<file path="config.mk">
export PLATFORM = sky130hd
export DESIGN_NAME = hcbp_fifo
export DESIGN_NICKNAME = d
export VERILOG_FILES = /design/src/hdl/hcbp_pkg.sv /design/src/hdl/hcbp_fifo.sv
export VERILOG_INCLUDE_DIRS = /design/src /design/src/hdl
export SDC_FILE = /design/constraint.sdc
export NUM_CORES = 1
export LEC_CHECK = 0
export ABC_AREA = 1
export BUFFER_PORTS_ARGS = -buffer_cell sky130_fd_sc_hd__buf_2
export CORE_MARGIN = 8
export CORE_UTILIZATION = 30
export DETAILED_ROUTE_END_ITERATION = 12
export GPL_ROUTABILITY_DRIVEN = 0
export SLEW_MARGIN = 10
export SYNTH_ARGS = -nofsm -noshare
export SYNTH_HDL_FRONTEND = slang
export SYNTH_SLANG_ARGS = --single-unit
</file>
<file path="constraint.sdc">
create_clock -name clk -period 5.4 [get_ports clk]
set_input_delay 0.81 -clock clk [delete_from_list [all_inputs] [get_ports clk]]
set_output_delay 0.81 -clock clk [all_outputs]
set_load 0.02 [all_outputs]
</file>
<file path="src/hdl/huffman_code_bit_packer_unit_assert.svh">
// ----------------------------------------------------------------------------
// Huffman code bit packer assertion macros
// Concurrent assertion wrappers, compiled out for synthesis.
// ----------------------------------------------------------------------------
`ifndef HUFFMAN_CODE_BIT_PACKER_UNIT_ASSERT_SVH
`define HUFFMAN_CODE_BIT_PACKER_UNIT_ASSERT_SVH

`ifndef SYNTHESIS

// Checked on every rising clock edge outside reset.
`define HCBP_ASSERT(lbl, clk, rst_n, prop) \
  lbl: assert property (@(posedge clk) disable iff (!rst_n) prop) \
    else $error("hcbp assertion failed");

// Checked on every rising clock edge, reset included.
`define HCBP_ASSERT_ALWAYS(lbl, clk, prop) \
  lbl: assert property (@(posedge clk) prop) \
    else $error("hcbp assertion failed");

`else

`define HCBP_ASSERT(lbl, clk, rst_n, prop)
`define HCBP_ASSERT_ALWAYS(lbl, clk, prop)

`endif

`endif

</file>
<file path="src/hdl/hcbp_pkg.sv">
// ----------------------------------------------------------------------------
// Huffman code bit packer package
// Shared widths, action codes and the front-to-back request type.
// ----------------------------------------------------------------------------
`timescale 1ns / 1ps

package hcbp_pkg;

  localparam int unsigned SYM_W   = 8;
  localparam int unsigned CODE_W  = 32;   // code_value field
  localparam int unsigned LEN_W   = 6;    // code_length / word_bit_count field
  localparam int unsigned PEND_W  = 31;   // pending bit buffer
  localparam int unsigned CNT_W   = 5;    // pending bit count
  localparam int unsigned MERGE_W = PEND_W + CODE_W;
  localparam int unsigned WORD_W  = 32;   // packed_word field

  localparam logic [1:0] ACT_LOAD   = 2'd0;
  localparam logic [1:0] ACT_ENCODE = 2'd1;
  localparam logic [1:0] ACT_FLUSH  = 2'd2;

  // One request handed from the front to the back.
  typedef struct packed {
    logic              is_flush;
    logic [LEN_W-1:0]  len;
    logic [CODE_W-1:0] code;
  } hcbp_req_t;

endpackage

</file>
<file path="src/hdl/hcbp_fifo.sv">
// ----------------------------------------------------------------------------
// Huffman code bit packer request queue
// Small flop-based queue decoupling the front end from the packer.
// ----------------------------------------------------------------------------
`timescale 1ns / 1ps

`include "huffman_code_bit_packer_unit_assert.svh"

module hcbp_fifo #(
  parameter int unsigned DEPTH = 4
) (
  input  logic                         clk,
  input  logic                         rst_n,
  input  logic                         push,
  input  hcbp_pkg::hcbp_req_t          push_req,
  input  logic                         pop,
  output logic                         head_valid,
  output hcbp_pkg::hcbp_req_t          head_req,
  output logic [$clog2(DEPTH+1)-1:0]   level
);

  localparam int unsigned IDX_W = $clog2(DEPTH);
  localparam int unsigned LVL_W = $clog2(DEPTH+1);
  localparam logic [IDX_W-1:0] LAST_IDX = IDX_W'(DEPTH - 1);

  hcbp_pkg::hcbp_req_t entries [DEPTH];
  logic [IDX_W-1:0] wr_ptr_r;
  logic [IDX_W-1:0] wr_ptr_nxt;
  logic [IDX_W-1:0] rd_ptr_r;
  logic [IDX_W-1:0] rd_ptr_nxt;
  logic [LVL_W-1:0] level_r;
  logic [LVL_W-1:0] level_nxt;

  assign wr_ptr_nxt = !push ? wr_ptr_r :
                      (wr_ptr_r == LAST_IDX) ? '0 : wr_ptr_r + IDX_W'(1);
  assign rd_ptr_nxt = !pop ? rd_ptr_r :
                      (rd_ptr_r == LAST_IDX) ? '0 : rd_ptr_r + IDX_W'(1);

  always_comb begin
    level_nxt = level_r;
    if (push && !pop) begin
      level_nxt = level_r + LVL_W'(1);
    end else if (pop && !push) begin
      level_nxt = level_r - LVL_W'(1);
    end
  end

  always_ff @(posedge clk) begin
    if (!rst_n) begin
      wr_ptr_r <= '0;
      rd_ptr_r <= '0;
      level_r  <= '0;
    end else begin
      wr_ptr_r <= wr_ptr_nxt;
      rd_ptr_r <= rd_ptr_nxt;
      level_r  <= level_nxt;
    end
  end

  always_ff @(posedge clk) begin
    if (push) begin
      entries[wr_ptr_r] <= push_req;
    end
  end

  assign head_valid = (level_r != '0);
  assign head_req   = entries[rd_ptr_r];
  assign level      = level_r;

  `HCBP_ASSERT(a_no_overflow, clk, rst_n, (push && !pop) |-> (level_r < LVL_W'(DEPTH)))
  `HCBP_ASSERT(a_no_underflow, clk, rst_n, pop |-> (level_r != '0))

endmodule

</file>
==> results of run 1 <==
==> cells in the final DEF, fill, tap and decap left out, drive strengths merged, types with 2 or more instances in the layout <==
cell	count
clkinvlp	2
bufinv	2
o22ai	39
buf	86
clkinv	6
edfxtp	156
dfxtp	9
nor2	87
inv	17
ha	6
nor3	2
a21oi	3
clkbuf	21
nand2	9
o21ai	81
==> cell families (layout without fill, tap and decap cells) <==
group	Yosys count	count (layout)	share of synthesized area, %
DFF	165	165	77.9
AOI/OAI and AO/OA	123	123	10.6
and+or+nand+nor	100	100	6.11
buffers and inverters	41	134	3.65
adders and majority gates	7	7	1.52
xor gates and xnor gates	1	1	0.140
==> metal layers <==
layer  track usage, %  wire [um]  vias up
met5                0         10        -
met4             3.74        189        2
met1             13.0       6180     1842
met2             18.9       7030       97
li1                 -          -     1776
met3             3.98        712       24
==> critical path: cells and delay by family, from the launching register on <==
kind / cells / cell delay [ns]
DFF: 1 / 0.97
buffers and inverters: 2 / 0.71
AOI/OAI and AO/OA: 2 / 0.49
==> worst paths after layout <==
check	start	to	cells after the start
worst min-delay path	rd_ptr_r[1]	flop	2
worst max-delay path	flop	head_req[12]	4
worst max register to register	wr_ptr_r[1]	entries[0][3]	4
worst min register to register	rd_ptr_r[1]	flop	2
==> flip-flops by register name (all words and copies together), names as in the netlist, named ones only <==
| signal | flops |
|---|---|
| entries | 156 |
| rd_ptr_r | 2 |
| wr_ptr_r | 2 |
| level | 3 |
==> cell type report <==
type | instances | share of cell area (%)
Clock buffer | 21 | 6.32
Clock inverter | 11 | 1.68
Inverter | 16 | 0.840
Multi-Input combinational cell | 231 | 15.4
Sequential cell | 165 | 65.4
Tap cell | 270 | 4.54
Timing Repair Buffer | 86 | 5.81
==> synth_stat cells <==
| master | instances |
|---|---|
| inv_4 | 1 |
| clkbuf_4 | 1 |
| clkbuf_2 | 3 |
| buf_2 | 9 |
| o22ai_1 | 39 |
| o21ai_1 | 2 |
| ha_1 | 6 |
| nor2_1 | 87 |
| nand3_1 | 1 |
| dfxtp_1 | 9 |
| a21oi_1 | 3 |
| nand2_1 | 9 |
| nand4_1 | 1 |
| inv_2 | 1 |
| fa_1 | 1 |
| inv_1 | 14 |
| edfxtp_1 | 156 |
| xor2_1 | 1 |
| nor3_1 | 2 |
| clkbuf_1 | 4 |
| buf_4 | 2 |
| buf_6 | 6 |
| o21ai_0 | 79 |
==> power by group <==
group | internal, uW | switching, uW
combinational | 89.5 | 209
clock | 719 | 483
sequential | 1460 | 32.5
total | 2270 | 724
==> metrics by stage <==
stage	cell area [sq um]	util (%)	total power, uW	worst slack (ns)
detailed placement	6850	33.7	1830	2.35
global route	7450	36.7	3110	1.64
floorplan	6240	-	1700	3.39
CTS	7450	36.7	3030	1.84
finish	7450	36.7	2990	1.92
global placement	6850	33.7	1820	2.39
==> results.toml, run 1 <==
[routing]
post_drt_wl_per_cell_um = 17.7
detail-route-antenna-nets = 0
drc = 0
vias = 3741
dr.first_iter.drc_count = 226
drt-pass1-iter-count = 5
avgViaCountPerCell = 4.68
routed_wirelength_mm = 14.1

[synthesis]
yosysSeqAreaShare_pct = 77.9
mappedNetlistArea_sq_um = 6240
postSynthRegisterBits = 165
netlist.top_cell.by_area = "edfxtp_1"
ys_top_cells_by_area = "edfxtp_1 (75%), o21ai_0 (6.3%), nor2_1 (5.2%)"
syn_nets = 487
post-synth-top-area-fraction_pct = 75.0
synthesis.instances = 437
syn-mean-instance-area_sq_um = 14.3
number_of_distinct_library_cell_variants_in_the_gate_level_netlist_after_synthesis = 23
yosys_warnings = 0

[global_route]
grt.overflow.total = 0
grt_first_pass_wirelength_mm = 22.0
gr-usage-all-layers_pct = 11.2
antenna_violations_before_repair = 1
grt_start_max_net_pins = 79
vias_in_the_first_global_route = 3948

[cells_and_area]
fill_cells = 1973
num_antenna_cells = 0
fraction_of_layout_cells_with_a_size_suffix_above_1_pct = 23.6
syn2layout_area_growth_pct = 19.3
multi_input_area_sq_um = 1150
regArea_sq_um = 4870
layout.nets = 567
fin_cells = 800

[outcome]
outcome = "completed"

[die]
fp.coreArea_sq_um = 20300
die_width_um = 160
die_area_sq_um = 25700
design.portCount = 86
initial_util_pct = 30.8
num_rows = 52
die-height_um = 160

[sta]
setup_violations = 0
final_period_util_pct = 64.5
timing.setup.tns_ns = 0
timing.final.max_slew_violations = 0
timing.clock.skew_ns = 0.00911
fmax_mhz = 287
hold_slack_ns = 0.552
final.min_clock_period_ns = 3.48
slew_headroom_pct = 28.4
hold_violations = 0
setup_repair_after_global_routing_missed_its_margin = "no"
tightest_pin_transition_ns = 1.07

[placed_design]
numPortBuffers = 85
dp.cells = 768
dp_hpwl_mm = 7.78

[setup_path]
setup.worst_path.class = "flop to output pin"
r2r_slack_ns = 3.58
timing.critical_path.to_type = "output pin"
critical_path.cell_chain = "inv_4 -> o21ai_0 -> o22ai_1 -> buf_2"
slowest_delay_ns = 0.97
crit_path_start_kind = "flop"
cp_max_fo = 78
cp_data_arrival_time_ns = 2.67
worst-endpoint-required_ns = 4.59
slowest_stage = "dfxtp_2"

[clocking]
worst_skew_pair.late_latency_ns = 0.42
cts_resized = 0
ctsLongestPathBuffers = 2
clock_sinks = 165
cts.clk_slew.worst_paths_ns = 0.06
h-tree-depth = 4
tritoncts = "yes"
clk_tree_root_cell = "clkbuf_16"
postCtsSetupBuffers = 0
cts_made_buffers = 17
cts.hold.buffers_added = 0

[pwr]
power-per-cell-area_nw_per_um2 = 402
ir_drop_mv = 0.200
p_leak_uw = 0.00263

[worst_hold_path]
worst_hold_path_type = "flop to flop"

[flow_run]
maxCapViolCount = 0
No activity file was read; power rests on OpenSTA's default activity.
==> run 2: changes to the inputs <==
- clock period: 5.4 -> 2.98 ns (I/O delays scaled with it)
==> run 2 against run 1 <==
Effect of this change:
- count of clock-buffer cells in the layout increased by 1
- sequential cell count unchanged
- highest routed layer unchanged
- critical endpoint unchanged
- clock skew up 0.0020 ns
- combinational power grew 96%
- critical path depth stayed put
- largest power group unchanged
==> results.toml, run 2 (same netlist as run 1, synthesis figures left out) <==
[outcome]
outcome = "completed"

[cells_and_area]
largest_register_ffs = 156
syn2layout_area_growth_pct = 20.5
num_antenna_cells = 0
mostFrequentLayoutCells = "edfxtp_1 (156), nor2_1 (87), buf_2 (85)"
layout.nets = 577
final_common_cell = "edfxtp_1"
fin_cells = 810
fraction_of_layout_cells_with_a_size_suffix_above_1_pct = 24.8
fin_area_sq_um = 7520
regMostFlops = "entries"

[setup_path]
worst-endpoint-required_ns = 2.53
timing.reg2reg.worst_path_depth = 4
cp_max_fo = 39
critical_path.cell_chain = "inv_2 -> o21ai_0 -> o22ai_1 -> buf_2"
crit_path_start_kind = "flop"
timing.critical_path.to_type = "output pin"
total_stage_count_of_the_critical_path = 4
slowest_delay_ns = 0.57
setup.worst_path.class = "flop to output pin"
path_buf_inv = 2
cp_data_arrival_time_ns = 2.06
path_delay_family = "buffers and inverters"
slowest_stage = "inv_2"
r2r_start = "wr_ptr_r[0]"
r2r_slack_ns = 1.18

[sta]
tightest_pin_transition_ns = 0.791
fmax_mhz = 399
timing.final.max_slew_violations = 0
setup_repair_after_global_routing_missed_its_margin = "no"
setup_violations = 0
final_period_util_pct = 84.0
setup_slack_ns = 0.476
hold_violations = 0
timing.clock.skew_ns = 0.0111
final.min_clock_period_ns = 2.50
slew_headroom_pct = 47.2
timing.setup.tns_ns = 0

[routing]
drc = 0
detail-route-antenna-nets = 0
dr.first_iter.drc_count = 258
vias = 3749
post_drt_wl_per_cell_um = 17.6
drt-pass1-iter-count = 4
routed_wirelength_mm = 14.3
avgViaCountPerCell = 4.63

[global_route]
grt_first_pass_wirelength_mm = 21.8
grt_start_max_net_pins = 79
grt.overflow.total = 0
vias_in_the_first_global_route = 3887
antenna_violations_before_repair = 4
gr-usage-all-layers_pct = 11.2

[placed_design]
numPortBuffers = 85
dp.cells = 778
placement.cell_area_sq_um = 6930
dp_hpwl_mm = 8.64
post-place-ws_ns = 0.924

[pwr]
power.total_uw = 5410
ir_drop_mv = 0.415
power-per-cell-area_nw_per_um2 = 719
p_leak_uw = 0.00268

[die]
die_width_um = 160
die_area_sq_um = 25700
design.portCount = 86
initial_util_pct = 30.8
die-height_um = 160
fp.coreArea_sq_um = 20300
num_rows = 52

[clocking]
clk_tree_root_cell = "clkbuf_16"
postCtsSetupBuffers = 0
cts.clk_slew.worst_paths_ns = 0.06
tritoncts = "yes"
cts_made_buffers = 17
h-tree-depth = 4
worst_skew_pair.late_latency_ns = 0.43
clock_sinks = 165
cts_resized = 0
ctsLongestPathBuffers = 2
cts.hold.buffers_added = 0

[worst_hold_path]
worst_hold_path_type = "input port to flop"
timing.hold.worst.start = "push_req[22]"
min_delay_path_depth = 1

[flow_run]
maxCapViolCount = 0
run 2: cell types whose count changed in the layout (fill, tap and decap cells not counted):
| cell | change |
|---|---|
| inv_6 | -1 |
| clkbuf_1 | +1 |
| clkinv_2 | -2 |
| clkinv_4 | +2 |
| buf_4 | +10 |
run 2: routing by layer:
metal / vias to the layer above / global-route usage, % / wire length (um)
met5: - / 0 / 44
met4: 8 / 4.12 / 198
met3: 26 / 4.55 / 860
met2: 94 / 18.9 / 7010
met1: 1821 / 12.6 / 6140
li1: 1800 / - / -
run 2: area by class of cell:
class                   count  area, sq um
clock buffers              22          474
clock inverters            10          124
fillers                  1969        12800
inverters                  16         62.6
multi-input cells         231         1150
flip-flops and latches    165         4870
well taps                 270          338
repair buffers             96          508
run 2: worst register-to-register path: stages (launching register included):
cell and delay, ns:
dfxtp_1 0.39, ha_1 0.20, nand2_1 0.07, inv_2 0.43, buf_4 0.38
run 2: stage by stage:
step | hold slack (ns) | util (%)
CTS | 0.215 | 37.1
global route | 0.214 | 37.1
global placement | 0.498 | 34.1
floorplan | 0.490 | -
detailed placement | 0.524 | 34.1
finish | 0.234 | 37.1
run 2: power breakdown:
| part | internal (uW) | switching (uW) |
|---|---|---|
| Sequential | 2650 | 30.2 |
| Combinational | 171 | 414 |
| Clock | 1300 | 843 |
run 2: worst paths after layout:
| kind | end |
|---|---|
| max | head_req[12] |
| min | entries[2][22] |
| max reg2reg | entries[3][0] |
| min reg2reg | wr_ptr_r[1] |
