--- src/hdl/huffman_code_bit_packer_unit_assert.svh ---
// ----------------------------------------------------------------------------
// Huffman code bit packer assertion macros
// Concurrent assertion wrappers, compiled out for synthesis.
// ----------------------------------------------------------------------------
`ifndef HUFFMAN_CODE_BIT_PACKER_UNIT_ASSERT_SVH
`define HUFFMAN_CODE_BIT_PACKER_UNIT_ASSERT_SVH

`ifndef SYNTHESIS

// Checked on every rising clock edge outside reset.
`define HCBP_ASSERT(lbl, clk, rst_n, prop) \
  lbl: assert property (@(posedge clk) disable iff (!rst_n) prop) \
    else $error("hcbp assertion failed");

// Checked on every rising clock edge, reset included.
`define HCBP_ASSERT_ALWAYS(lbl, clk, prop) \
  lbl: assert property (@(posedge clk) prop) \
    else $error("hcbp assertion failed");

`else

`define HCBP_ASSERT(lbl, clk, rst_n, prop)
`define HCBP_ASSERT_ALWAYS(lbl, clk, prop)

`endif

`endif

--- src/hdl/hcbp_pkg.sv ---
// ----------------------------------------------------------------------------
// Huffman code bit packer package
// Shared widths, action codes and the front-to-back request type.
// ----------------------------------------------------------------------------
`timescale 1ns / 1ps

package hcbp_pkg;

  localparam int unsigned SYM_W   = 8;
  localparam int unsigned CODE_W  = 32;   // code_value field
  localparam int unsigned LEN_W   = 6;    // code_length / word_bit_count field
  localparam int unsigned PEND_W  = 31;   // pending bit buffer
  localparam int unsigned CNT_W   = 5;    // pending bit count
  localparam int unsigned MERGE_W = PEND_W + CODE_W;
  localparam int unsigned WORD_W  = 32;   // packed_word field

  localparam logic [1:0] ACT_LOAD   = 2'd0;
  localparam logic [1:0] ACT_ENCODE = 2'd1;
  localparam logic [1:0] ACT_FLUSH  = 2'd2;

  // One request handed from the front to the back.
  typedef struct packed {
    logic              is_flush;
    logic [LEN_W-1:0]  len;
    logic [CODE_W-1:0] code;
  } hcbp_req_t;

endpackage

--- src/hdl/hcbp_back.sv ---
// ----------------------------------------------------------------------------
// Huffman code bit packer back end
// Merges codes into the pending buffer, cuts full words, handles flush and
// holds the result in the output register.
// ----------------------------------------------------------------------------
`timescale 1ns / 1ps

`include "huffman_code_bit_packer_unit_assert.svh"

module hcbp_back #(
  parameter int unsigned WORD_BITS = 32
) (
  input  logic                          clk,
  input  logic                          rst_n,
  input  logic                          head_valid,
  input  hcbp_pkg::hcbp_req_t           head_req,
  output logic                          pop,
  output logic                          out_valid,
  input  logic                          out_ready,
  output logic [hcbp_pkg::WORD_W-1:0]   out_word,
  output logic [hcbp_pkg::LEN_W-1:0]    out_count,
  output logic                          out_last
);

  localparam int unsigned PW = hcbp_pkg::PEND_W;
  localparam int unsigned MW = hcbp_pkg::MERGE_W;
  localparam int unsigned LW = hcbp_pkg::LEN_W;
  localparam int unsigned WW = hcbp_pkg::WORD_W;
  localparam logic [LW-1:0] WB_L      = LW'(WORD_BITS);
  localparam logic [WW-1:0] WORD_MASK = WW'((33'd1 << WORD_BITS) - 33'd1);

  logic [PW-1:0]                  pend_r;
  logic [PW-1:0]                  pend_nxt;
  logic [hcbp_pkg::CNT_W-1:0]     cnt_r;
  logic [hcbp_pkg::CNT_W-1:0]     cnt_nxt;
  logic                           out_valid_r;
  logic                           out_valid_nxt;
  logic [WW-1:0]                  out_word_r;
  logic [WW-1:0]                  out_word_nxt;
  logic [LW-1:0]                  out_count_r;
  logic [LW-1:0]                  out_count_nxt;
  logic                           out_last_r;
  logic                           out_last_nxt;

  logic [LW-1:0] total;
  logic [MW-1:0] merged;
  logic          full;
  logic [LW-1:0] keep;
  logic [MW-1:0] aligned;
  logic [PW-1:0] keep_mask;
  logic          emit;

  assign pop = head_valid && (!out_valid_r || out_ready);

  // Encode datapath: shift-merge, then cut the oldest WORD_BITS bits.
  assign total     = {1'b0, cnt_r} + head_req.len;
  assign merged    = (MW'(pend_r) << head_req.len) | MW'(head_req.code);
  assign full      = (total >= WB_L);
  assign keep      = total - WB_L;
  assign aligned   = merged >> keep;
  assign keep_mask = PW'((32'd1 << keep[hcbp_pkg::CNT_W-1:0]) - 32'd1);

  always_comb begin
    pend_nxt      = pend_r;
    cnt_nxt       = cnt_r;
    emit          = 1'b0;
    out_word_nxt  = out_word_r;
    out_count_nxt = out_count_r;
    out_last_nxt  = out_last_r;
    if (pop) begin
      if (head_req.is_flush) begin
        if (cnt_r != '0) begin
          emit          = 1'b1;
          out_word_nxt  = WW'(pend_r);
          out_count_nxt = {1'b0, cnt_r};
          out_last_nxt  = 1'b1;
          pend_nxt      = '0;
          cnt_nxt       = '0;
        end
      end else if (!full) begin
        pend_nxt = merged[PW-1:0];
        cnt_nxt  = total[hcbp_pkg::CNT_W-1:0];
      end else if (!keep[LW-1]) begin
        // keep above the buffer size means overrun: request is dropped
        emit          = 1'b1;
        out_word_nxt  = aligned[WW-1:0] & WORD_MASK;
        out_count_nxt = WB_L;
        out_last_nxt  = 1'b0;
        pend_nxt      = merged[PW-1:0] & keep_mask;
        cnt_nxt       = keep[hcbp_pkg::CNT_W-1:0];
      end
    end
  end

  assign out_valid_nxt = emit ? 1'b1 : (out_ready ? 1'b0 : out_valid_r);

  always_ff @(posedge clk) begin
    if (!rst_n) begin
      pend_r      <= '0;
      cnt_r       <= '0;
      out_valid_r <= 1'b0;
    end else begin
      pend_r      <= pend_nxt;
      cnt_r       <= cnt_nxt;
      out_valid_r <= out_valid_nxt;
    end
  end

  always_ff @(posedge clk) begin
    out_word_r  <= out_word_nxt;
    out_count_r <= out_count_nxt;
    out_last_r  <= out_last_nxt;
  end

  assign out_valid = out_valid_r;
  assign out_word  = out_word_r;
  assign out_count = out_count_r;
  assign out_last  = out_last_r;

  `HCBP_ASSERT(a_flush_empties, clk, rst_n,
    (pop && head_req.is_flush) |=> (cnt_r == '0))
  `HCBP_ASSERT(a_full_word_count, clk, rst_n,
    (out_valid_r && !out_last_r) |-> (out_count_r == WB_L))
  `HCBP_ASSERT(a_flush_nonempty, clk, rst_n,
    (out_valid_r && out_last_r) |-> (out_count_r != '0))

endmodule
--- config.mk ---
export PLATFORM = sky130hd
export DESIGN_NAME = hcbp_back
export DESIGN_NICKNAME = d
export VERILOG_FILES = /design/src/hdl/hcbp_pkg.sv /design/src/hdl/hcbp_back.sv
export VERILOG_INCLUDE_DIRS = /design/src /design/src/hdl
export SDC_FILE = /design/constraint.sdc
export NUM_CORES = 1
export LEC_CHECK = 0
export ABC_AREA = 1
export BUFFER_PORTS_ARGS = -buffer_cell sky130_fd_sc_hd__buf_2
export CAP_MARGIN = 20
export CORE_AREA = 2 2 174 176
export CTS_CLUSTER_SIZE = 12
export DETAILED_ROUTE_END_ITERATION = 8
export DIE_AREA = 0 0 176 178
export PLACE_DENSITY = 0.52
export SYNTH_ARGS = -nofsm -noshare
export SYNTH_HDL_FRONTEND = slang
export SYNTH_SLANG_ARGS = --single-unit
--- constraint.sdc ---
create_clock -name clk -period 3.5 [get_ports clk]
set_input_delay 0.35 -clock clk [delete_from_list [all_inputs] [get_ports clk]]
set_output_delay 0.35 -clock clk [all_outputs]
set_load 0.1 [all_outputs]
==> results of run 1 <==
registers in the layout (all words and copies together) (netlist names):
| register | cells |
|---|---|
| pend_r | 31 |
| out_count | 6 |
| out_word | 32 |
| cnt_r | 5 |
| out_valid | 1 |
| out_last | 1 |
layer usage:
| layer | global-route usage | wire length (um) | up-vias | share of wire |
|---|---|---|---|---|
| met4 | 0.213 | 3720 | 0 | 0.062 |
| met5 | 0 | 0 | - | 0 |
| met3 | 0.0582 | 4950 | 157 | 0.082 |
| met1 | 0.511 | 25500 | 6613 | 0.42 |
| met2 | 0.590 | 26000 | 803 | 0.43 |
| li1 | - | - | 6494 | - |
placed cells by master (no fill, tap or decap), types with 3 or more instances in the layout:
master / netlist / routed
buf_2: 15 / 83
o21ai_2: 3 / 3
nor2_2: 3 / 3
nand4_1: 64 / 64
nand2_1: 408 / 406
nor3_1: 4 / 4
clkinv_1: 6 / 6
edfxtp_1: 39 / 39
clkbuf_16: 0 / 10
a21oi_1: 105 / 105
dfxtp_1: 37 / 37
nor2_4: 3 / 3
buf_4: 0 / 51
a22oi_1: 9 / 9
o211ai_1: 10 / 10
inv_2: 5 / 6
a31oi_1: 3 / 3
o21ai_1: 4 / 4
o31ai_1: 3 / 3
nor2_1: 95 / 95
nand3_1: 727 / 727
xor2_1: 5 / 4
buf_12: 0 / 14
inv_1: 86 / 85
or2_2: 4 / 4
o21ai_0: 41 / 41
ha_1: 6 / 5
critical path, cell delays in order, from the launching register on:
cell and delay, ns:
dfxtp_1 0.41, ha_1 0.31, nand2_1 0.08, nand2_1 0.04
a31oi_1 0.22, buf_4 0.19, nand2_1 0.06, nand2_2 0.13
buf_12 0.26, nor2_4 0.07, buf_4 0.21, nand2_1 0.16
nand2_1 0.13, nor2_1 0.14, nand2_1 0.14, xnor2_1 0.19
o21ai_0 0.24, a21oi_1 0.10
power breakdown:
group | leakage [uW] | switching, uW | internal (uW) | total, uW
logic | 0.00434 | 2230 | 804 | 3040
clock network | 0.000154 | 421 | 571 | 992
registers | 0.000674 | 93.4 | 1030 | 1130
total | 0.00517 | 2750 | 2410 | 5150
cells by family (layout without fill, tap and decap cells):
kind of cell,Yosys count,after routing
AND/OR/NAND/NOR,1317,1317
buffers and inverters,231,263
AO/OA/AOI/OAI,191,191
flip-flops,76,76
XOR/XNOR,8,8
adder cells (fa/ha/maj),7,7
multiplexers,1,1
synth_stat cells, types with 2 or more instances:
| cell type | instances | share of area |
|---|---|---|
| nor2_4 | 3 | 0.0033 |
| ha_1 | 6 | 0.0074 |
| buf_1 | 39 | 0.014 |
| o21ai_2 | 3 | 0.0026 |
| xor2_1 | 5 | 0.0043 |
| xnor2_1 | 2 | 0.0017 |
| clkbuf_1 | 79 | 0.029 |
| a21oi_1 | 105 | 0.052 |
| nand2_4 | 2 | 0.0022 |
| and2_1 | 2 | 0.0012 |
| a31o_2 | 2 | 0.0017 |
| edfxtp_1 | 39 | 0.12 |
| clkinv_1 | 6 | 0.0022 |
| nand2_1 | 408 | 0.15 |
| nor2_2 | 3 | 0.0018 |
| nand3b_1 | 2 | 0.0015 |
| inv_1 | 86 | 0.032 |
| inv_2 | 5 | 0.0018 |
| dfxtp_1 | 37 | 0.073 |
| nor3_2 | 2 | 0.0020 |
| o211ai_1 | 10 | 0.0074 |
| nand4_1 | 64 | 0.039 |
| nor2_1 | 95 | 0.035 |
| nor3_1 | 4 | 0.0020 |
| o21ai_1 | 4 | 0.0020 |
| a31oi_1 | 3 | 0.0018 |
| a22oi_1 | 9 | 0.0066 |
| o21a_1 | 2 | 0.0015 |
| nand3_1 | 727 | 0.36 |
| or2_2 | 4 | 0.0025 |
| buf_2 | 15 | 0.0074 |
| o31ai_1 | 3 | 0.0022 |
| o21ai_0 | 41 | 0.020 |
stage by stage:
stage | utilization | instance area, sq um | std cells | hold WS, ns | setup WS, ns
2_1_floorplan | - | 10200 | 1831 | 0.449 | 0.00532
3_3_place_gp | 0.382 | 11200 | 2235 | 0.487 | 0.112
3_5_place_dp | 0.382 | 11200 | 2236 | 0.498 | 0.123
4_1_cts | 0.392 | 11500 | 2252 | 0.351 | 0.312
5_1_grt | 0.393 | 11600 | 2253 | 0.388 | 0.0200
6_report | 0.393 | 11600 | 2253 | 0.336 | 0.257
final timing paths:
| check | from | endpoint | cells after the start |
|---|---|---|---|
| setup / recovery | cnt_r[2] | pend_r[14] | 17 |
| hold / removal | out_ready | out_valid | 4 |
| setup reg to reg | cnt_r[2] | pend_r[14] | 17 |
| hold reg to reg | cnt_r[0] | cnt_r[0] | 2 |
layout make-up:
type	count	area, sq um	share of cell area
inverter	98	370	0.0321
clock inverter	2	13.8	0.00119
timing repair buffer	149	1090	0.0943
clock buffer	14	288	0.0249
sequential	76	1910	0.165
tap	390	488	0.0422
multi-input combinational	1524	7390	0.640
==> impl_metrics.json, run 1 <==
{
  "hp-class": "input pin to flop",
  "syn_to_final_growth_pct": 13.7,
  "post_cts_buffers": 0,
  "avgSynthCellArea_sq_um": 5.55,
  "finalHoldViolCount": 0,
  "reg2reg_slack_ns": 0.26,
  "cts_hold_buffers": 0,
  "setup_viol": 0,
  "min_period_ns": 3.24,
  "remaining_drc_errors": 0,
  "ys_seq_area_frac": 0.188,
  "yosysWarnings": 0,
  "worstPathRequired_ns": 3.71,
  "port_buffers": 83,
  "leakagePower_uw": 0.00517,
  "path_max_fanout": 52,
  "numCtsBuffers": 9,
  "arrival_ns": 3.45,
  "cts-root-buf": "clkbuf_16",
  "powerDensity_nw_per_um2": 446,
  "finalMaxSlewViolations": 0,
  "drt_iter0_markers": 1975,
  "slew_headroom": 0.477,
  "gp_congestion": 1.05,
  "post_cts_resized": 0,
  "n_antenna_cell": 0,
  "final.fill_count": 3339,
  "antenna_found_initial": 0,
  "drt_wl_total_um": 60200,
  "tightest_slew_ns": 0.783,
  "synth_edf_count": 39,
  "die_width_um": 176,
  "grt_pass1_vias": 12900,
  "htree_levels": 3,
  "drive_above_1_share": 0.106,
  "synthSimpleGateAreaFrac": 0.600,
  "cp-end-kind": "flop",
  "clk_latency_ns": 0.36,
  "ys.flop_type": "edfxtp_1",
  "cts.sinks": 76,
  "initial_core_util": 0.346,
  "cp-start-kind": "flop",
  "row_count": 63,
  "fmax_ghz": 0.308,
  "synth_nets": 1881,
  "synth_top_family_by_area": "simple AND/OR/NAND/NOR gates",
  "synth_xor_area_frac": 0.00874,
  "vdd_drop_max_mv": 0.242,
  "clockBufferDepth": 2,
  "cap_violations": 0,
  "totalPowerFinal_uw": 5150,
  "fin_crit_sh": 0.927,
  "dr.pass1.iters": 6,
  "die_h_um": 178,
  "core_area_sq_um": 29400,
  "overflow": 0,
  "grt_max_degree": 67,
  "synth_area_sq_um": 10200,
  "tns_ns": 0,
  "synth_cell_types": 47,
  "fin_nets": 1908,
  "grt_pass1_wl_um": 86900,
  "io_pins": 84,
  "synth_compound_area_frac": 0.105,
  "cts_tree": "yes",
  "path_clk_slew_ns": 0.07,
  "postSynthCellCount": 1831,
  "dp_hpwl_um": 47900,
  "via_per_inst": 6.24,
  "synth_mux_area_frac": 0.000985,
  "wl_per_cell_um": 26.7,
  "skew_ns": 0.0130,
  "vias": 14100,
  "rsz0062_at_grt": "no",
  "synth-seq-cells": 76,
  "synthArstFlopShare": 0,
  "antenna_left": 0,
  "dieArea_sq_um": 31300,
  "synthAdderAreaFrac": 0.00935,
  "status": "finished, final reports clean",
  "criticalPathCategory": "flop to flop",
  "track_usage": 0.382
}
Power figures use the tool's default switching activity.
==> run 2, diff against run 1 <==
==> constraint.sdc (replaced) <==
create_clock -name clk -period 2.8 [get_ports clk]
set_input_delay 0.28 -clock clk [delete_from_list [all_inputs] [get_ports clk]]
set_output_delay 0.28 -clock clk [all_outputs]
set_load 0.1 [all_outputs]
==> run 2 against run 1 <==
The run now ends with setup timing left; die area unchanged; sequential cell count unchanged; via count up 8.3%; sequential share of layout area down 3.4 points; clock power up 26%; critical endpoint is now pend_r[20]; largest power group unchanged.
==> impl_metrics.json, run 2 (same netlist as run 1, synthesis figures left out) <==
{
  "dr.pass1.iters": 6,
  "core_area_sq_um": 29400,
  "antenna_left": 0,
  "clockBufferDepth": 2,
  "die_width_um": 176,
  "dp_hpwl_um": 51300,
  "slew_headroom": 0.426,
  "tightest_slew_ns": 0.860,
  "arrival_ns": 3.04,
  "fmax_ghz": 0.353,
  "rsz0062_at_grt": "yes",
  "vdd_drop_max_mv": 0.347,
  "cap_violations": 0,
  "antenna_found_initial": 1,
  "drive_above_1_share": 0.288,
  "cts_tree": "yes",
  "htree_levels": 3,
  "syn_to_final_growth_pct": 43.9,
  "port_buffers": 83,
  "cts-root-buf": "clkbuf_16",
  "initial_core_util": 0.346,
  "setup_viol": 2,
  "die_h_um": 178,
  "track_usage": 0.396,
  "via_per_inst": 6.04,
  "grt_max_degree": 52,
  "wl_per_cell_um": 25.2,
  "status": "finished, violations left",
  "grt_pass1_vias": 13900,
  "skew_ns": 0.0143,
  "cp-start-kind": "flop",
  "tns_ns": -0.0572,
  "remaining_drc_errors": 0,
  "largest_reg_flops": 32,
  "postLayoutSetupSlackWorst_ns": -0.0335,
  "powerDensity_nw_per_um2": 514,
  "r2r_cells": 18,
  "final_cell_mix": "675 x nand3_1, 386 x nand2_1, 289 x buf_4",
  "io_pins": 84,
  "dp_cells": 2487,
  "criticalPathCategory": "flop to flop",
  "gp_congestion": 1.06,
  "finalHoldViolCount": 0,
  "fin_nets": 2178,
  "finalMaxSlewViolations": 0,
  "mostFrequentLayoutCell": "nand3_1",
  "worstPathRequired_ns": 3.01,
  "drt_wl_total_um": 63700,
  "row_count": 63,
  "clk_latency_ns": 0.37,
  "dieArea_sq_um": 31300,
  "fin_crit_sh": 1.01,
  "vias": 15200,
  "grt_pass1_wl_um": 90700,
  "violations": "setup timing",
  "hold_depth": 4,
  "cts.sinks": 76,
  "min_period_ns": 2.83,
  "path_clk_slew_ns": 0.07,
  "finalNonFillerCells": 2524,
  "hold_ws_ns": 0.227,
  "drt_iter0_markers": 2065,
  "leakagePower_uw": 0.00671,
  "numCtsBuffers": 9,
  "overflow": 0,
  "hp-class": "input pin to flop",
  "cts_hold_buffers": 0,
  "path_max_fanout": 5,
  "cp-end-kind": "flop"
}
==> run 2: changes by cell type in the layout (fill, tap and decap cells not counted), moves of 13 or more <==
cell     before  now
a21oi_1     105   92
o21ai_0      41   22
nand3_2       0   52
buf_4        51  289
inv_1        85   72
nand2_1     406  386
nand2_2       2   18
nor2_1       95   69
nor2_4        3   17
nand3_1     727  675
==> run 2: critical path, stage by stage (launching register included) <==
cell	delay (ns)
dfxtp_2	0.35
ha_4	0.13
inv_2	0.04
fa_2	0.39
o21ai_4	0.19
xor2_4	0.23
inv_4	0.07
nand2_8	0.09
buf_6	0.12
nor2_4	0.03
nor2_2	0.11
nand2_2	0.08
nor2_4	0.24
nand2_4	0.13
buf_6	0.15
a21oi_2	0.14
o31ai_2	0.07
nand2_1	0.06
a21oi_1	0.06
==> run 2: per-stage QoR <==
step                      instance area [sq um]  power [uW]  setup WS, ns  utilization
after global routing                      14600        7850        -0.164        0.498
after floorplan                           10300        3920        -0.311            -
after CTS                                 13800        7070       0.00135        0.471
final                                     14600        7520       -0.0335        0.498
after global placement                    13400        5760        -0.348        0.455
after detailed placement                  13400        5750        -0.333        0.455
==> run 2: cell type report <==
class | count | area [sq um]
Clock buffer | 11 | 233
Antenna cell | 1 | 2.50
Clock inverter | 5 | 61.3
Timing Repair Buffer | 419 | 3430
Sequential cell | 76 | 1920
Fill cell | 3146 | 14800
Multi-Input combinational cell | 1524 | 8100
Tap cell | 390 | 488
Inverter | 98 | 393
==> run 2: path summary, 6_finish.rpt <==
kind	slack [ns]	startpoint	endpoint
min	0.23	out_ready	out_valid
min reg2reg	0.50	pend_r[20]	pend_r[20]
max reg2reg	-0.03	cnt_r[0]	pend_r[20]
max	-0.03	cnt_r[0]	pend_r[20]
==> run 2: report_power, final <==
part / internal, uW / total (uW) / switching, uW
Sequential: 1290 / 1360 / 71.0
Clock: 697 / 1250 / 549
Combinational: 1680 / 4910 / 3220
Total: 3670 / 7520 / 3840
==> run 2: metal layers <==
metal	share of wire	global-route usage	up-vias
met2	0.44	0.621	866
met4	0.076	0.246	2
li1	-	-	7041
met1	0.39	0.508	7127
met5	0.00071	0	-
met3	0.093	0.0688	197
==> run 2: timing repair <==
action                                 in CTS  in global routing
gates resized for setup                    31                174
setup buffers                               9                 10
endpoints found under the hold margin       0                  0
pin swaps                                  17                 35
cloned                                      0                  3
setup endpoints to repair                  82                 89
==> run 3, diff against run 2 <==
--- a/config.mk
+++ b/config.mk
@@ -14,6 +14,7 @@
 export DETAILED_ROUTE_END_ITERATION = 8
 export DIE_AREA = 0 0 176 178
 export PLACE_DENSITY = 0.52
+export SETUP_SLACK_MARGIN = 0.02
 export SYNTH_ARGS = -nofsm -noshare
 export SYNTH_HDL_FRONTEND = slang
 export SYNTH_SLANG_ARGS = --single-unit
==> run 3 against run 2 <==
The run still ends with setup timing left; first-iteration DRC count is 7.9% higher; sequential share of layout area is 0.23 points higher; non-clock buffer count is 11 lower; register-to-register slack better by 0.03 ns; largest cell class unchanged; largest power group unchanged.
==> impl_metrics.json, run 3 (same netlist as run 1, synthesis figures left out) <==
{
  "wl_met1_um": 25700,
  "numCtsBuffers": 9,
  "cp-end-kind": "flop",
  "hold_depth": 4,
  "status": "finished, violations left",
  "r2r_cells": 18,
  "via_per_inst": 6.10,
  "skew_ns": 0.0173,
  "wl_per_cell_um": 25.7,
  "worstPathRequired_ns": 3.01,
  "die_h_um": 178,
  "path_max_fanout": 5,
  "drive_above_1_share": 0.266,
  "syn_to_final_growth_pct": 41.4,
  "cap_violations": 0,
  "wl_met2_um": 27900,
  "clk_latency_ns": 0.37,
  "port_buffers": 83,
  "finalMaxSlewViolations": 0,
  "min-delay-start": "out_ready",
  "path_clk_slew_ns": 0.06,
  "io_pins": 84,
  "slew_headroom": 0.499,
  "final_cell_mix": "702 x nand3_1, 393 x nand2_1, 271 x buf_4",
  "cp-start-kind": "flop",
  "startpoint": "cnt_r[0]",
  "htree_levels": 3,
  "setup_viol": 2,
  "antenna_found_initial": 0,
  "met3WireLength_um": 6530,
  "die_width_um": 176,
  "finalHoldViolCount": 0,
  "crit_chain": "ha_4 > inv_2 > fa_2 > o21ai_4 > xor2_4 > inv_4 > nand2_8 > inv_4 > nand2_4 > ha_4 > nand2_4 > nor2_4 > nand2_4 > buf_6 > a21oi_4 > o31ai_2 > nand2_1 > a21oi_1",
  "hp-class": "input pin to flop",
  "arrival_ns": 3.01,
  "grt_pass1_vias": 14000,
  "dp_hpwl_um": 51200,
  "rsz0062_at_grt": "yes",
  "track_usage": 0.402,
  "mostFrequentLayoutCell": "nand3_1",
  "vias": 15300,
  "row_count": 63,
  "grt_pass1_wl_um": 91400,
  "remaining_drc_errors": 0,
  "tightest_slew_ns": 0.751,
  "leakagePower_uw": 0.00661,
  "fin_crit_sh": 1.00,
  "fin_nets": 2167,
  "criticalPathCategory": "flop to flop",
  "gp_congestion": 1.04,
  "violations": "setup timing",
  "dp_slack_ns": -0.314,
  "drt_iter0_markers": 2229,
  "clockBufferDepth": 2,
  "cts_hold_buffers": 0,
  "vdd_drop_max_mv": 0.360,
  "initial_core_util": 0.346,
  "core_area_sq_um": 29400,
  "largest_reg_flops": 32,
  "cts-root-buf": "clkbuf_16",
  "cts.sinks": 76,
  "fmax_ghz": 0.357,
  "cpMaxStageDelayCell": "fa_2",
  "r2r-end": "pend_r[20]",
  "powerDensity_nw_per_um2": 513,
  "overflow": 0,
  "cpMostUsedCell": "nand2_4",
  "tns_ns": -0.00314,
  "drt_wl_total_um": 64600,
  "dr.pass1.iters": 7,
  "reg2reg_slack_ns": -0.002,
  "n_antenna_cell": 0,
  "cts_tree": "yes",
  "postLayoutSetupSlackWorst_ns": -0.00246,
  "min_period_ns": 2.80,
  "grt_max_degree": 56,
  "dieArea_sq_um": 31300,
  "cp_slowest_stage_delay_ns": 0.37,
  "antenna_left": 0,
  "worstSetupEndpoint": "pend_r[20]",
  "top_layer_used": "met4",
  "r2r_start": "cnt_r[0]"
}
==> run 3: changes by cell type in the layout (fill, tap and decap cells not counted), moves of 7 or more <==
cell	before	now
nand3_2	52	25
nand2_2	18	8
buf_4	289	271
buf_6	13	21
nand2_1	386	393
nor2_4	17	10
nand3_1	675	702
==> run 3: per-layer routing <==
layer  GRT usage  vias up
met2       0.630     1005
met3      0.0614      175
li1            -     7020
met4       0.229        0
met5           0        -
met1       0.526     7123
==> run 3: metrics by stage <==
stage | hold slack, ns | power (uW) | util | instances | instance area, sq um
2_1_floorplan | 0.379 | 3920 | - | 1831 | 10300
3_3_place_gp | 0.499 | 5680 | 0.450 | 2472 | 13200
3_5_place_dp | 0.501 | 5660 | 0.450 | 2473 | 13200
4_1_cts | 0.264 | 6980 | 0.466 | 2494 | 13700
5_1_grt | 0.276 | 7710 | 0.489 | 2512 | 14400
6_report | 0.250 | 7370 | 0.489 | 2512 | 14400
==> run 3: what timing repair did <==
item / CTS / global route
buffers inserted: 5 / 14
gates resized for setup: 37 / 121
setup endpoints to repair: 82 / 94
pin swaps: 11 / 41
cloned: 0 / 6
==> run 3: critical path: cells and delay by family, from the launching register on <==
family / cells / cell delay (ns)
DFF: 1 / 0.35
and+or+nand+nor: 6 / 0.63
xor gates and xnor gates: 1 / 0.23
AOI/OAI and AO/OA: 4 / 0.44
buffers and inverters: 4 / 0.31
adders and majority gates: 3 / 0.66
==> run 3: worst min path at each step <==
stage                 end  slack (ns)
6_report        out_valid        0.25
3_5_place_dp   pend_r[18]        0.50
2_1_floorplan    out_last        0.38
3_3_place_gp   pend_r[30]        0.50
4_1_cts         out_valid        0.26
5_1_grt         out_valid        0.28
==> run 3: area by class of cell <==
type	count	area, sq um
clock buffers	11	243
clock inverters	5	52.6
fillers	3162	15000
inverters	98	388
multi-input cells	1524	7910
flip-flops and latches	76	1920
well taps	390	488
repair buffers	408	3370
==> run 3: power by group <==
part | internal, uW | leakage, uW | total (uW) | switching [uW]
clock network | 711 | 0.000145 | 1230 | 516
registers | 1290 | 0.000678 | 1360 | 69.8
logic | 1620 | 0.00578 | 4780 | 3170
total | 3620 | 0.00661 | 7370 | 3750
